$ cat config.mk
export PLATFORM = sky130hd
export DESIGN_NAME = http_header_length_scanner_core_flat
export DESIGN_NICKNAME = d
export VERILOG_FILES = /design/src/rtl/hhls_pkg.sv /design/src/rtl/hhls_if.sv /design/src/rtl/hhls_scan.sv /design/src/rtl/http_header_length_scanner_core.sv /design/src/flat_wrapper.sv
export SDC_FILE = /design/constraint.sdc
export NUM_CORES = 1
export LEC_CHECK = 0
export CAP_MARGIN = 5
export CORE_MARGIN = 3
export CORE_UTILIZATION = 40
export DETAILED_ROUTE_END_ITERATION = 10
export DONT_BUFFER_PORTS = 1
export PLACE_DENSITY = 0.63
export SLEW_MARGIN = 20
export SYNTH_ARGS = -nofsm -noshare
export SYNTH_HDL_FRONTEND = slang
export SYNTH_SLANG_ARGS = --single-unit
$ cat constraint.sdc
create_clock -name clk -period 4.65 [get_ports clk]
set_clock_uncertainty 0.1 [all_clocks]
set_input_delay 0.465 -clock clk [delete_from_list [all_inputs] [get_ports clk]]
set_output_delay 0.465 -clock clk [all_outputs]
set_load 0.02 [all_outputs]
$ cat src/rtl/hhls_pkg.sv
`timescale 1ns / 1ps

package hhls_pkg;

	// Field widths of the result item
	localparam int HDR_W     = 17;
	localparam int BODY_W    = 31;
	localparam int OUTCOME_W = 2;

	// Scanner widths
	localparam int NAME_LEN = 14;
	localparam int PROG_W   = 4;
	localparam int TERM_W   = 3;
	localparam int PHASE_W  = 2;

	// Largest value magnitude; longer digit strings saturate here
	localparam logic [BODY_W-1:0] VALUE_MAX = 31'h7FFF_FFFF;

	// Outcome codes
	localparam logic [OUTCOME_W-1:0] OUTCOME_OK       = 2'd0;
	localparam logic [OUTCOME_W-1:0] OUTCOME_NO_TERM  = 2'd1;
	localparam logic [OUTCOME_W-1:0] OUTCOME_NEGATIVE = 2'd2;

	// Value parser phases
	localparam logic [PHASE_W-1:0] PHASE_SKIP   = 2'd0;
	localparam logic [PHASE_W-1:0] PHASE_DIGITS = 2'd1;
	localparam logic [PHASE_W-1:0] PHASE_DONE   = 2'd2;

	// Blank-line terminator progress
	localparam logic [TERM_W-1:0] TERM_NONE = 3'd0;
	localparam logic [TERM_W-1:0] TERM_CR1  = 3'd1;
	localparam logic [TERM_W-1:0] TERM_LF1  = 3'd2;
	localparam logic [TERM_W-1:0] TERM_CR2  = 3'd3;
	localparam logic [TERM_W-1:0] TERM_LF2  = 3'd4;

	// Characters
	localparam logic [7:0] CH_NUL   = 8'd0;
	localparam logic [7:0] CH_TAB   = 8'd9;
	localparam logic [7:0] CH_LF    = 8'd10;
	localparam logic [7:0] CH_VT    = 8'd11;
	localparam logic [7:0] CH_FF    = 8'd12;
	localparam logic [7:0] CH_CR    = 8'd13;
	localparam logic [7:0] CH_SPACE = 8'd32;
	localparam logic [7:0] CH_PLUS  = 8'h2B;
	localparam logic [7:0] CH_MINUS = 8'h2D;
	localparam logic [7:0] CH_COLON = 8'h3A;
	localparam logic [7:0] CH_ZERO  = 8'h30;
	localparam logic [7:0] CH_NINE  = 8'h39;
	localparam logic [7:0] CH_UP_A  = 8'h41;
	localparam logic [7:0] CH_UP_Z  = 8'h5A;
	localparam logic [7:0] CASE_GAP = 8'd32;

	// Result of the scan of one buffer
	typedef struct packed {
		logic                 done;
		logic [HDR_W-1:0]     header_bytes;
		logic [BODY_W-1:0]    body_bytes;
		logic [OUTCOME_W-1:0] outcome;
	} scan_res_t;

	// Lower-case header name, one character per match position
	function automatic logic [7:0] name_char(input logic [PROG_W-1:0] idx);
		logic [7:0] ch;
		case (idx)
			4'd0:    ch = "c";
			4'd1:    ch = "o";
			4'd2:    ch = "n";
			4'd3:    ch = "t";
			4'd4:    ch = "e";
			4'd5:    ch = "n";
			4'd6:    ch = "t";
			4'd7:    ch = "-";
			4'd8:    ch = "l";
			4'd9:    ch = "e";
			4'd10:   ch = "n";
			4'd11:   ch = "g";
			4'd12:   ch = "t";
			4'd13:   ch = "h";
			default: ch = 8'd0;
		endcase
		return ch;
	endfunction

endpackage

$ cat src/rtl/hhls_if.sv
`timescale 1ns / 1ps

// Byte channel into the scanner
interface hhls_in_if;
	logic       valid;
	logic       ready;
	logic [7:0] data_byte;
	logic       end_of_buffer;

	modport source (output valid, output data_byte, output end_of_buffer, input ready);
	modport sink   (input valid, input data_byte, input end_of_buffer, output ready);
endinterface

// Result channel out of the scanner
interface hhls_out_if;
	logic                           valid;
	logic                           ready;
	logic [hhls_pkg::HDR_W-1:0]     header_bytes;
	logic [hhls_pkg::BODY_W-1:0]    body_bytes;
	logic [hhls_pkg::OUTCOME_W-1:0] outcome;

	modport source (output valid, output header_bytes, output body_bytes, output outcome,
		input ready);
	modport sink   (input valid, input header_bytes, input body_bytes, input outcome,
		output ready);
endinterface

$ cat src/rtl/hhls_scan.sv
`timescale 1ns / 1ps

module hhls_scan #(
	parameter int BUFFER_BYTES = 65536
) (
	input  logic                clk,
	input  logic                arst_n,
	input  logic                step,
	input  logic [7:0]          data_byte,
	input  logic                end_of_buffer,
	output hhls_pkg::scan_res_t res
);

	localparam int POS_W = $clog2(BUFFER_BYTES + 1);
	localparam logic [POS_W-1:0] POS_LIMIT = POS_W'(BUFFER_BYTES);
	localparam logic [hhls_pkg::PROG_W-1:0] NAME_END = hhls_pkg::PROG_W'(hhls_pkg::NAME_LEN);

	logic [POS_W-1:0]                 pos_q, pos_n;
	logic [hhls_pkg::TERM_W-1:0]      term_q, term_n;
	logic [hhls_pkg::PROG_W-1:0]      prog_q, prog_n;
	logic                             has_name_q, has_name_n;
	logic                             colon_q, colon_n;
	logic [hhls_pkg::PHASE_W-1:0]     phase_q, phase_n;
	logic                             neg_q, neg_n;
	logic [hhls_pkg::BODY_W-1:0]      acc_q, acc_n;
	logic                             found_q, found_n;
	logic                             found_neg_q, found_neg_n;
	logic [hhls_pkg::BODY_W-1:0]      found_mag_q, found_mag_n;
	logic                             finished_q;

	logic                             is_cr, is_lf, is_eol, is_nul, is_blank, is_digit;
	logic [7:0]                       lc;
	logic [3:0]                       digit_val;
	logic [hhls_pkg::BODY_W+3:0]      acc_next_wide;
	logic [hhls_pkg::BODY_W-1:0]      acc_step;
	logic [hhls_pkg::HDR_W+POS_W-1:0] hdr_ext;
	logic                             done;

	// Classify the byte
	always_comb begin
		is_cr     = (data_byte == hhls_pkg::CH_CR);
		is_lf     = (data_byte == hhls_pkg::CH_LF);
		is_eol    = is_cr || is_lf;
		is_nul    = (data_byte == hhls_pkg::CH_NUL);
		is_blank  = (data_byte == hhls_pkg::CH_SPACE) || (data_byte == hhls_pkg::CH_TAB) ||
			(data_byte == hhls_pkg::CH_VT) || (data_byte == hhls_pkg::CH_FF);
		is_digit  = (data_byte >= hhls_pkg::CH_ZERO) && (data_byte <= hhls_pkg::CH_NINE);
		digit_val = 4'(data_byte - hhls_pkg::CH_ZERO);
		lc        = ((data_byte >= hhls_pkg::CH_UP_A) && (data_byte <= hhls_pkg::CH_UP_Z)) ?
			data_byte + hhls_pkg::CASE_GAP : data_byte;
	end

	// Multiply by ten and add the digit, saturating
	always_comb begin
		acc_next_wide = {1'b0, acc_q, 3'b000} + {3'b000, acc_q, 1'b0} +
			{{(hhls_pkg::BODY_W){1'b0}}, digit_val};
		acc_step = (acc_next_wide > {4'b0000, hhls_pkg::VALUE_MAX}) ?
			hhls_pkg::VALUE_MAX : acc_next_wide[hhls_pkg::BODY_W-1:0];
	end

	// Next scan state for this byte
	always_comb begin
		pos_n       = (pos_q != POS_LIMIT) ? pos_q + POS_W'(1) : pos_q;
		prog_n      = prog_q;
		has_name_n  = has_name_q;
		colon_n     = colon_q;
		phase_n     = phase_q;
		neg_n       = neg_q;
		acc_n       = acc_q;
		found_n     = found_q;
		found_neg_n = found_neg_q;
		found_mag_n = found_mag_q;

		if (is_eol) begin
			// Commit the first complete length line, then start a fresh line
			if (!found_q && has_name_q && colon_q) begin
				found_n     = 1'b1;
				found_neg_n = neg_q && (acc_q != '0);
				found_mag_n = acc_q;
			end
			prog_n     = '0;
			has_name_n = 1'b0;
			colon_n    = 1'b0;
			phase_n    = hhls_pkg::PHASE_SKIP;
			neg_n      = 1'b0;
			acc_n      = '0;
		end else begin
			// Advance the name search
			if (!has_name_q) begin
				if (prog_q < NAME_END && lc == hhls_pkg::name_char(prog_q)) begin
					prog_n = prog_q + hhls_pkg::PROG_W'(1);
				end else if (lc == hhls_pkg::name_char('0)) begin
					prog_n = hhls_pkg::PROG_W'(1);
				end else begin
					prog_n = '0;
				end
				has_name_n = (prog_n == NAME_END);
			end

			// Parse the value after the first colon
			if (colon_q) begin
				case (phase_q)
					hhls_pkg::PHASE_SKIP: begin
						if (data_byte == hhls_pkg::CH_PLUS) begin
							phase_n = hhls_pkg::PHASE_DIGITS;
						end else if (data_byte == hhls_pkg::CH_MINUS) begin
							phase_n = hhls_pkg::PHASE_DIGITS;
							neg_n   = 1'b1;
						end else if (is_digit) begin
							phase_n = hhls_pkg::PHASE_DIGITS;
							acc_n   = acc_step;
						end else if (!is_blank) begin
							phase_n = hhls_pkg::PHASE_DONE;
						end
					end
					hhls_pkg::PHASE_DIGITS: begin
						if (is_digit) begin
							acc_n = acc_step;
						end else begin
							phase_n = hhls_pkg::PHASE_DONE;
						end
					end
					default: phase_n = hhls_pkg::PHASE_DONE;
				endcase
			end else if (data_byte == hhls_pkg::CH_COLON) begin
				colon_n = 1'b1;
			end
		end

		// Track CR LF CR LF
		if (is_cr) begin
			term_n = (term_q == hhls_pkg::TERM_LF1) ? hhls_pkg::TERM_CR2 : hhls_pkg::TERM_CR1;
		end else if (is_lf) begin
			if (term_q == hhls_pkg::TERM_CR1) begin
				term_n = hhls_pkg::TERM_LF1;
			end else if (term_q == hhls_pkg::TERM_CR2) begin
				term_n = hhls_pkg::TERM_LF2;
			end else begin
				term_n = hhls_pkg::TERM_NONE;
			end
		end else begin
			term_n = hhls_pkg::TERM_NONE;
		end
	end

	// Form the result
	always_comb begin
		hdr_ext          = {{(hhls_pkg::HDR_W){1'b0}}, pos_n};
		res.header_bytes = '0;
		res.body_bytes   = '0;
		res.outcome      = hhls_pkg::OUTCOME_OK;
		done             = 1'b0;
		if (!finished_q) begin
			if (is_nul) begin
				done        = 1'b1;
				res.outcome = hhls_pkg::OUTCOME_NO_TERM;
			end else if (term_n == hhls_pkg::TERM_LF2) begin
				done = 1'b1;
				if (found_n && found_neg_n) begin
					res.outcome = hhls_pkg::OUTCOME_NEGATIVE;
				end else begin
					res.header_bytes = hdr_ext[hhls_pkg::HDR_W-1:0];
					res.body_bytes   = found_n ? found_mag_n : '0;
				end
			end else if (end_of_buffer || pos_n == POS_LIMIT) begin
				done        = 1'b1;
				res.outcome = hhls_pkg::OUTCOME_NO_TERM;
			end
		end
		res.done = done;
	end

	// Update the scan state; the last byte of a buffer clears everything
	always_ff @(posedge clk or negedge arst_n) begin
		if (!arst_n) begin
			pos_q       <= '0;
			term_q      <= hhls_pkg::TERM_NONE;
			prog_q      <= '0;
			has_name_q  <= 1'b0;
			colon_q     <= 1'b0;
			phase_q     <= hhls_pkg::PHASE_SKIP;
			neg_q       <= 1'b0;
			acc_q       <= '0;
			found_q     <= 1'b0;
			found_neg_q <= 1'b0;
			found_mag_q <= '0;
			finished_q  <= 1'b0;
		end else if (step) begin
			if (end_of_buffer) begin
				pos_q       <= '0;
				term_q      <= hhls_pkg::TERM_NONE;
				prog_q      <= '0;
				has_name_q  <= 1'b0;
				colon_q     <= 1'b0;
				phase_q     <= hhls_pkg::PHASE_SKIP;
				neg_q       <= 1'b0;
				acc_q       <= '0;
				found_q     <= 1'b0;
				found_neg_q <= 1'b0;
				found_mag_q <= '0;
				finished_q  <= 1'b0;
			end else if (!finished_q) begin
				pos_q       <= pos_n;
				term_q      <= term_n;
				prog_q      <= prog_n;
				has_name_q  <= has_name_n;
				colon_q     <= colon_n;
				phase_q     <= phase_n;
				neg_q       <= neg_n;
				acc_q       <= acc_n;
				found_q     <= found_n;
				found_neg_q <= found_neg_n;
				found_mag_q <= found_mag_n;
				finished_q  <= done;
			end
		end
	end

endmodule

$ cat src/rtl/http_header_length_scanner_core.sv
`timescale 1ns / 1ps

// HTTP response header length scanner. Bytes of a response arrive one per
// transfer on the byte channel, the last byte of each buffer marked; the block
// finds the first CR LF CR LF and reports the header length, the value of the
// first Content-Length line (name matched case-insensitively, value parsed
// after the first colon, saturating at 2^31-1) and an outcome code. One
// result is given per buffer; bytes after the result are dropped until the
// end mark. The block takes one byte every cycle while no held result stalls
// it: a byte is captured in the input register, and when it is processed the
// scan state and the multiply-by-ten accumulator update and the result is
// loaded into the output register, from which it is offered. The byte channel
// stalls only while a held result waits on the result channel.
module http_header_length_scanner_core #(
	parameter int BUFFER_BYTES = 65536
) (
	input  logic              clk,
	input  logic              arst_n,
	hhls_in_if.sink           bytes,
	hhls_out_if.source        result
);

	logic                           valid_s1;
	logic [7:0]                     data_s1;
	logic                           last_s1;
	logic                           out_valid_q;
	logic [hhls_pkg::HDR_W-1:0]     header_q;
	logic [hhls_pkg::BODY_W-1:0]    body_q;
	logic [hhls_pkg::OUTCOME_W-1:0] outcome_q;
	logic                           out_free;
	logic                           advance;
	hhls_pkg::scan_res_t            scan_res;

	// Process the held byte once the result slot can take an answer
	assign out_free    = !out_valid_q || result.ready;
	assign advance     = valid_s1 && out_free;
	assign bytes.ready = !valid_s1 || advance;

	// Input register
	always_ff @(posedge clk or negedge arst_n) begin
		if (!arst_n) begin
			valid_s1 <= 1'b0;
		end else if (bytes.ready) begin
			valid_s1 <= bytes.valid;
		end
	end

	always_ff @(posedge clk) begin
		if (bytes.valid && bytes.ready) begin
			data_s1 <= bytes.data_byte;
			last_s1 <= bytes.end_of_buffer;
		end
	end

	hhls_scan #(
		.BUFFER_BYTES (BUFFER_BYTES)
	) u_scan (
		.clk           (clk),
		.arst_n        (arst_n),
		.step          (advance),
		.data_byte     (data_s1),
		.end_of_buffer (last_s1),
		.res           (scan_res)
	);

	// Result register: load a finished scan, drop after the transfer
	always_ff @(posedge clk or negedge arst_n) begin
		if (!arst_n) begin
			out_valid_q <= 1'b0;
		end else if (advance && scan_res.done) begin
			out_valid_q <= 1'b1;
		end else if (result.ready) begin
			out_valid_q <= 1'b0;
		end
	end

	always_ff @(posedge clk) begin
		if (advance && scan_res.done) begin
			header_q  <= scan_res.header_bytes;
			body_q    <= scan_res.body_bytes;
			outcome_q <= scan_res.outcome;
		end
	end

	assign result.valid        = out_valid_q;
	assign result.header_bytes = header_q;
	assign result.body_bytes   = body_q;
	assign result.outcome      = outcome_q;

	// A new result only follows a processed byte
	a_result_from_byte: assert property (@(posedge clk) disable iff (!arst_n)
		$rose(out_valid_q) |-> $past(advance))
		else $error("result raised without a processed byte");

	// Failed scans report zero lengths
	a_error_zero: assert property (@(posedge clk) disable iff (!arst_n)
		(out_valid_q && outcome_q != hhls_pkg::OUTCOME_OK) |->
			(header_q == '0 && body_q == '0))
		else $error("nonzero length on a failed scan");

	// A held byte stays put while the result slot is blocked
	a_hold_s1: assert property (@(posedge clk) disable iff (!arst_n)
		(valid_s1 && !advance) |=> (valid_s1 && $stable(data_s1) && $stable(last_s1)))
		else $error("held byte lost while stalled");

	// A successful scan never reports a header shorter than the terminator
	a_ok_header: assert property (@(posedge clk) disable iff (!arst_n)
		(out_valid_q && outcome_q == hhls_pkg::OUTCOME_OK && BUFFER_BYTES < 131072) |->
			(header_q >= hhls_pkg::HDR_W'(4)))
		else $error("header length shorter than terminator");

endmodule

$ cat src/flat_wrapper.sv
// flat-port wrapper written by rule: the top's interface ports become plain ports
module http_header_length_scanner_core_flat 
#(
	parameter int BUFFER_BYTES = 65536
)
  (clk, arst_n, bytes_valid, bytes_data_byte, bytes_end_of_buffer, bytes_ready, result_valid, result_header_bytes, result_body_bytes, result_outcome, result_ready);
  hhls_in_if bytes_i ();
  hhls_out_if result_i ();
  input  logic clk;
  input  logic arst_n;
  input wire logic [$bits(bytes_i.valid)-1:0] bytes_valid;
  input wire logic [$bits(bytes_i.data_byte)-1:0] bytes_data_byte;
  input wire logic [$bits(bytes_i.end_of_buffer)-1:0] bytes_end_of_buffer;
  output wire logic [$bits(bytes_i.ready)-1:0] bytes_ready;
  output wire logic [$bits(result_i.valid)-1:0] result_valid;
  output wire logic [$bits(result_i.header_bytes)-1:0] result_header_bytes;
  output wire logic [$bits(result_i.body_bytes)-1:0] result_body_bytes;
  output wire logic [$bits(result_i.outcome)-1:0] result_outcome;
  input wire logic [$bits(result_i.ready)-1:0] result_ready;
  assign bytes_i.valid = bytes_valid;
  assign bytes_i.data_byte = bytes_data_byte;
  assign bytes_i.end_of_buffer = bytes_end_of_buffer;
  assign bytes_ready = bytes_i.ready;
  assign result_valid = result_i.valid;
  assign result_header_bytes = result_i.header_bytes;
  assign result_body_bytes = result_i.body_bytes;
  assign result_outcome = result_i.outcome;
  assign result_i.ready = result_ready;
  http_header_length_scanner_core #(.BUFFER_BYTES(BUFFER_BYTES)) u_core (.clk(clk), .arst_n(arst_n), .bytes(bytes_i), .result(result_i));
endmodule
# Word-level counts from Yosys, hierarchy flattened
# Memories as Yosys holds them, arrays and structs flattened.
# Cells that the tools add are included.
[totals]
out_inout_bits = 52
ff_bits = 155
rom_bits = 112
in_bits = 13
wordCells = 177
latchBits = 0
mem_bits_rw = 0
mem_count = 1
[classes]
addsub = 6
multipliers = 0
reduce_logical = 36
bitwise = 2
n_shift = 0
n_mux = 80
order_cmp = 6
n_div = 0
eq_ne = 26
[memory_table]
columns = ["name", "depth", "word_bits", "read_ports", "rd_clocked_by_memory_dff", "write_ports", "line_no", "text"]
rows = [
  ["(no name shown)", 16, 7, 1, 0, 0, "hhls_pkg.sv:64", "case (idx)"],
]
[ops]
columns = ["cell", "n"]
rows = [
  ["$mux W31", 12],
  ["$pmux W31 S2", 1],
  ["$mux W17", 3],
  ["$eq A8 B4 Y1 const B", 5],
  ["$add A34 B32 Y35", 1],
  ["$add A35 B4 Y35", 1],
  ["$gt A35 B31 Y1 const B", 1],
  ["$mux W1", 35],
  ["$eq A8 B6 Y1 const B", 4],
  ["$reduce_bool A31 Y1", 1],
  ["$mux W4", 7],
  ["$mux W2", 12],
  ["$mux W8", 3],
  ["$mux W3", 6],
  ["$add A17 B1 Y17 const B", 1],
  ["$eq A17 B17 Y1 const B", 1],
  ["$ne A17 B17 Y1 const B", 1],
  ["$ne A4 B3 Y1 const B", 3],
  ["$reduce_and A6 Y1", 2],
  ["$logic_and A1 B1 Y1", 10],
  ["$reduce_bool A3 Y1", 3],
  ["$add A8 B6 Y8 const B", 1],
  ["$eq A8 B7 Y1 const B", 1],
  ["$eq A8 B8 Y1", 1],
  ["other kinds (30)", 40],
]

# Depth between registers and ports, before layout
[depth]
depth_word = 13
mapped_depth = 13
depth_no_buf = 12

# Modules after synthesis
# From an unflattened synthesis, not the netlist that was laid out.
[hier_totals]
hier_cells = 988
area_unflattened_um2 = 9447.8
[modules_own_cells]
columns = ["module", "cells_per_inst", "n_inst", "seq_area_each_um2", "area_each_um2"]
rows = [
  ["hhls_scan", 919, 1, 2352.3, 7567.3],
  ["http_header_length_scanner_core", 69, 1, 1821.7, 1880.6],
]

# Least setup slack after synthesis
# OpenSTA, ideal clock, no wires.
[synth_timing]
path_kind = "register -> register"
startpoint = "reg u_core.u_scan.pos_q[0]"
endpoint = "reg u_core.body_q, in the netlist u_core.result.body_bytes[0] (enable)"
period_less_slack_ns = 4.930
t_required_ns = 4.096
path_stages_with_launch = 9
setup_time_ns = 0.454
arrival_ns = 4.376
n_path_buf = 0
path_slack_ns = -0.280
path_cell_list = "dfrtp_1 ha_1 nand3_1 nor4_1 nand3_1 xor2_1 nand2b_1 o41a_1 a211oi_2"
[synth_via]
elab_chain_cells = 9
word_cells_on_any_way = 10
classes_between = "add/sub: 1; eq/ne: 2; mux: 5; reduce/logical: 2"
[synth_lines]
columns = ["item", "line_no", "text"]
rows = [
  ["from (decl)", "hhls_scan.sv:18", "logic [POS_W-1:0] pos_q, pos_n;"],
  ["from (signal assigned)", "hhls_scan.sv:203", "pos_q <= pos_n;"],
  ["$add A17 B1 Y17 / $ne A17 B17 Y1 (equally long branches)", "hhls_scan.sv:63", "pos_n = (pos_q != POS_LIMIT) ? pos_q + POS_W'(1) : pos_q;"],
  ["$mux W17 (*)", "hhls_scan.sv:63", ""],
  ["$eq A17 B17 Y1 (*)", "hhls_scan.sv:165", "end else if (end_of_buffer || pos_n == POS_LIMIT) begin"],
  ["$logic_or A1 B1 Y1 (*)", "hhls_scan.sv:165", ""],
  ["$mux W1 (*)", "hhls_scan.sv:165", ""],
  ["$mux W1 (*)", "hhls_scan.sv:157", "end else if (term_n == hhls_pkg::TERM_LF2) begin"],
  ["$mux W1 (*)", "hhls_scan.sv:154", "if (is_nul) begin"],
  ["$mux W1 (*)", "hhls_scan.sv:153", "if (!finished_q) begin"],
  ["$logic_and A1 B1 Y1 (*)", "http_header_length_scanner_core.sv:78", "if (advance && scan_res.done) begin"],
  ["to (signal assigned)", "http_header_length_scanner_core.sv:80", "body_q <= scan_res.body_bytes;"],
  ["to (decl)", "http_header_length_scanner_core.sv:28", "logic [hhls_pkg::BODY_W-1:0] body_q;"],
]
# Mark *: on every way between the ends. The rest lies on a longest branch, timed or not.
# A chain may end at the register's enable or synchronous reset.

# Worst setup path in the final report
[layout_timing]
startpoint = "reg u_core.data_s1[3]"
endpoint = "reg u_core.u_scan.acc_q[14] (netlist bit)"
[layout_via]
elab_chain_cells = 12
word_cells_on_any_way = 25
classes_between = "add/sub: 2; order compare: 3; eq/ne: 6; mux: 9; reduce/logical: 5"
[layout_lines]
columns = ["item", "line_no", "text"]
rows = [
  ["from (decl)", "http_header_length_scanner_core.sv:24", "logic [7:0] data_s1;"],
  ["from (signal assigned)", "http_header_length_scanner_core.sv:50", "data_s1 <= bytes.data_byte;"],
  ["$sub A4 B1 Y4", "hhls_scan.sv:48", "digit_val = 4'(data_byte - hhls_pkg::CH_ZERO);"],
  ["$add A35 B4 Y35", "hhls_scan.sv:55", "acc_next_wide = {1'b0, acc_q, 3'b000} + {3'b000, acc_q, 1'b0} +"],
  ["$gt A35 B31 Y1", "hhls_scan.sv:57", "acc_step = (acc_next_wide > {4'b0000, hhls_pkg::VALUE_MAX}) ?"],
  ["$mux W31", "hhls_scan.sv:57", ""],
  ["$mux W31", "hhls_scan.sv:109, hhls_scan.sv:117", ""],
  ["$mux W31", "hhls_scan.sv:106", "end else if (data_byte == hhls_pkg::CH_MINUS) begin"],
  ["$mux W31", "hhls_scan.sv:104", "if (data_byte == hhls_pkg::CH_PLUS) begin"],
  ["$pmux W31 S2", "hhls_scan.sv:102", "case (phase_q)"],
  ["$mux W31", "hhls_scan.sv:101", "if (colon_q) begin"],
  ["$mux W31", "hhls_scan.sv:74", "if (is_eol) begin"],
  ["$mux W31", "hhls_scan.sv:202", "end else if (!finished_q) begin"],
  ["$mux W31", "hhls_scan.sv:189", "if (end_of_buffer) begin"],
  ["to (signal assigned)", "hhls_scan.sv:210", "acc_q <= acc_n;"],
  ["to (decl)", "hhls_scan.sv:25", "logic [hhls_pkg::BODY_W-1:0] acc_q, acc_n;"],
]
# Parallel ways exist; a longest one is shown, timed or not. The select of a mux whose other input is x is not followed.

==> results.txt <==
status -> completed
Leak -> 0.00436 µW
dpl cells -> 1,286
Setup crit end kind -> flip-flop
Synth Net Count -> 1,098
M1 wire length -> 11,100 µm
Avg Cell Area, Syn -> 9.36 µm²
Setup Fix Bufs, Post-CTS -> 0
hold slack -> 0.0234 ns
initial drt markers -> 599
reg-to-reg endpoint -> u_core.u_scan.acc_q[14]
CP peak stage delay -> 0.56 ns
fin cells -> 1,320
routed wl met2 -> 10,000 µm
Post-Place Worst Slack -> 0.590 ns
FF-to-FF Start -> u_core.data_s1[3]
hold path cells -> 0
HP Class -> primary input to flip-flop
TritonCTS buffer count -> 17
worst hold endpoint -> u_core.data_s1[0]
Vias -> 7,458
top routing layer in use -> met4
clk_lat worst skew -> 0.44 ns
Max Clock Freq -> 0.247 GHz
Die Wd -> 160 µm
critical path, cell by cell -> inv_1 > fa_1 > inv_1 > ha_1 > a211oi_1 > nor3_1 > o21ai_1 > a2111oi_2 > o21ai_0 > mux2i_1 > o41ai_4 > buf_4 > o211ai_1
Synth async-reset ratio -> 61.9%
Fill cells -> 2,195
Detailed Route WL -> 22,600 µm
RSZ-0062 raised after global routing -> no
Buf+Inv Stages, Crit Path -> 3
first-pass GRT wire length -> 37,900 µm
PD cells -> 304 mW/mm²
nets@finish -> 1,080
antenna violations before repair -> 0
Final Hold Vio Count -> 0
post-route setup TNS -> 0 ns
Post-Route Utilization -> 45.4%
Worst path top cell family by delay -> compound AO/OA/AOI/OAI gates
Period minus WS final -> 4.06 ns
RePlAce Congestion -> 0.885
Slew @ Worst Pin -> 1.10 ns
die area -> 0.0256 mm²
flops & latches, synth -> 155
crit path DAT -> 4.26 ns
metal3 WL -> 1100 µm
die extent in y -> 160 µm
CTS tree -> built
WP data required -> 4.85 ns
critical path class -> flip-flop to flip-flop
setup ws final -> 0.593 ns
Area Overhead vs Synth -> 10.1%
Core ar. -> 0.0230 mm²
Synth Cell Area -> 0.00947 mm²
Syn Inst Count -> 1,012
relative slew slack -> 26.3%
FP Rows -> 55
Reg2Reg Depth -> 13
H-tree Lvls -> 4
number of synthesized flops with an enable pin -> 59
clock slew at reported path FFs -> 0.06 ns
Via density -> 5.65
final setup fails -> 0
R2R setup slack -> 0.59 ns
I/O pins -> 65
ant diodes -> 0
Crit-path slowest cell -> fa_1
# DRC -> 0
dpl hpwl -> 15,600 µm
largest net degree at the start of global routing -> 97
most used flip-flop cell after synthesis -> dfrtp_1
routed len/inst -> 17.1 µm
register area share after synthesis -> 44.1%
crit share post-route -> 87.2%
first-pass detailed-route iteration total -> 5
Max clock buf depth -> 2
most used cell, CP -> inv_1
Max VDD drop -> 0.261 mV
Worst Hold Launch -> bytes_data_byte[0]
vias in the first global route -> 7,146
CTS root buffer -> clkbuf_16
max-slew violations -> 0
Worst Path Max Fanout -> 12
number of port buffers -> 0
Routed Antenna Nets -> 0
gr ovfl total -> 0
Max-cap violations -> 0
layout cells sized above 1 -> 7.25%
post-synth cell types -> 68
initial core utilization -> 41.2%
total clock sinks -> 155
GRT Util Overall -> 18.0%
Synth warnings -> 0
type of origin of the critical path -> flip-flop
## worst max path at each step
| stage | cells after the start | start | endpoint | slack (ns) |
|---|---|---|---|---|
| 4_1_cts | 13 | u_core.data_s1[3] | u_core.u_scan.acc_q[14] | 0.58 |
| 3_3_place_gp | 13 | u_core.data_s1[3] | u_core.u_scan.acc_q[14] | 0.75 |
| 6_report | 13 | u_core.data_s1[3] | u_core.u_scan.acc_q[14] | 0.59 |
| 2_1_floorplan | 8 | u_core.u_scan.pos_q[0] | u_core.result.body_bytes[0] | 0.46 |
| 5_1_grt | 13 | u_core.data_s1[3] | u_core.u_scan.acc_q[14] | 0.29 |
| 3_5_place_dp | 13 | u_core.data_s1[3] | u_core.u_scan.acc_q[14] | 0.59 |
## final cells by class
class	instances	area (µm²)	area share, %
clock inverter	13	144	1.38
tap	313	392	3.75
multi-input combinational	775	5010	48.1
clock buffer	19	443	4.25
inverter	26	97.6	0.936
sequential	155	4170	40.0
timing repair buffer	19	165	1.58
## metrics by stage
stage,power (µW),area [µm²]
after floorplan,1710,9480
after global placement,1770,9810
after detailed placement,1770,9810
after CTS,3190,10400
after global routing,3290,10400
final,3170,10400
## cells in the final DEF (no fill, tap or decap), types with 21 or more instances in the layout
master	count
a21oi_1	76
a22o_1	33
a22oi_1	21
dfrtp_1	96
edfxtp_1	59
ha_1	71
inv_1	26
nand2_1	185
nand3_1	25
nor2_1	61
o21ai_0	45
xnor2_1	31
## logic make-up (layout without fill, tap and decap cells)
logic type      after synthesis  count (layout)  share of synthesized area, %
compound gates              271             271                          19.1
xor+xnor                     48              48                          4.44
fa+ha+maj                    73              73                          9.80
buf+inv                      82              77                          3.54
flops                       155             155                          44.1
mux                           6               6                         0.674
simple gates                377             377                          18.3
## synth_stat cells, types with 3 or more instances
| master | n | area (µm²) |
|---|---|---|
| o211ai_1 | 18 | 135 |
| nand2b_1 | 13 | 81.3 |
| mux2_2 | 3 | 33.8 |
| nor4b_1 | 4 | 35.0 |
| a22oi_1 | 21 | 158 |
| clkbuf_1 | 39 | 146 |
| nand4_1 | 13 | 81.3 |
| a211oi_1 | 8 | 60.1 |
| nor3_1 | 21 | 105 |
| o21a_1 | 5 | 37.5 |
| nand3_1 | 25 | 125 |
| dfrtp_1 | 96 | 2400 |
| a21boi_0 | 4 | 30.0 |
| mux2i_1 | 3 | 30.0 |
| o21bai_1 | 4 | 30.0 |
| or2_2 | 3 | 18.8 |
| and3_1 | 7 | 43.8 |
| and2_1 | 7 | 43.8 |
| inv_1 | 26 | 97.6 |
| o31ai_1 | 10 | 75.1 |
| nor2b_1 | 6 | 37.5 |
| xnor2_1 | 31 | 272 |
| o21ai_1 | 8 | 40.0 |
| a21oi_1 | 76 | 380 |
| or4_1 | 5 | 37.5 |
| a22o_1 | 33 | 289 |
| edfxtp_1 | 59 | 1770 |
| a21o_1 | 7 | 52.6 |
| a31oi_1 | 8 | 50.1 |
| nand2_1 | 185 | 694 |
| nor2_1 | 62 | 233 |
| buf_2 | 13 | 65.1 |
| xor2_1 | 17 | 149 |
| ha_1 | 71 | 888 |
| o21ai_0 | 45 | 225 |
| a32o_1 | 3 | 30.0 |
| nor4_1 | 14 | 87.6 |
## metal layers
layer / GRT usage (%) / up-vias
li1: - / 3641
met3: 4.07 / 27
met5: 0 / -
met1: 25.9 / 3589
met4: 5.05 / 0
met2: 27.5 / 201
## registers in the layout (all words and copies together) (netlist names), 3 cells and up
register                    flops
u_core.result.body_bytes       31
u_core.u_scan.acc_q            31
u_core.u_scan.pos_q            17
u_core.data_s1                  8
u_core.u_scan.term_q            3
u_core.u_scan.found_mag_q      31
u_core.result.header_bytes     17
u_core.u_scan.prog_q            4
## where the power goes
group / total, µW / switching (µW) / internal [µW]
logic: 218 / 146 / 71.2
registers: 1550 / 82.1 / 1470
clock network: 1400 / 590 / 809
## timing repair
action / CTS / global route
gates resized for setup: 0 / 0
hold endpoints to repair: 96 / 0
hold buffers: 2 / 0
Power figures use the tool's default switching activity.
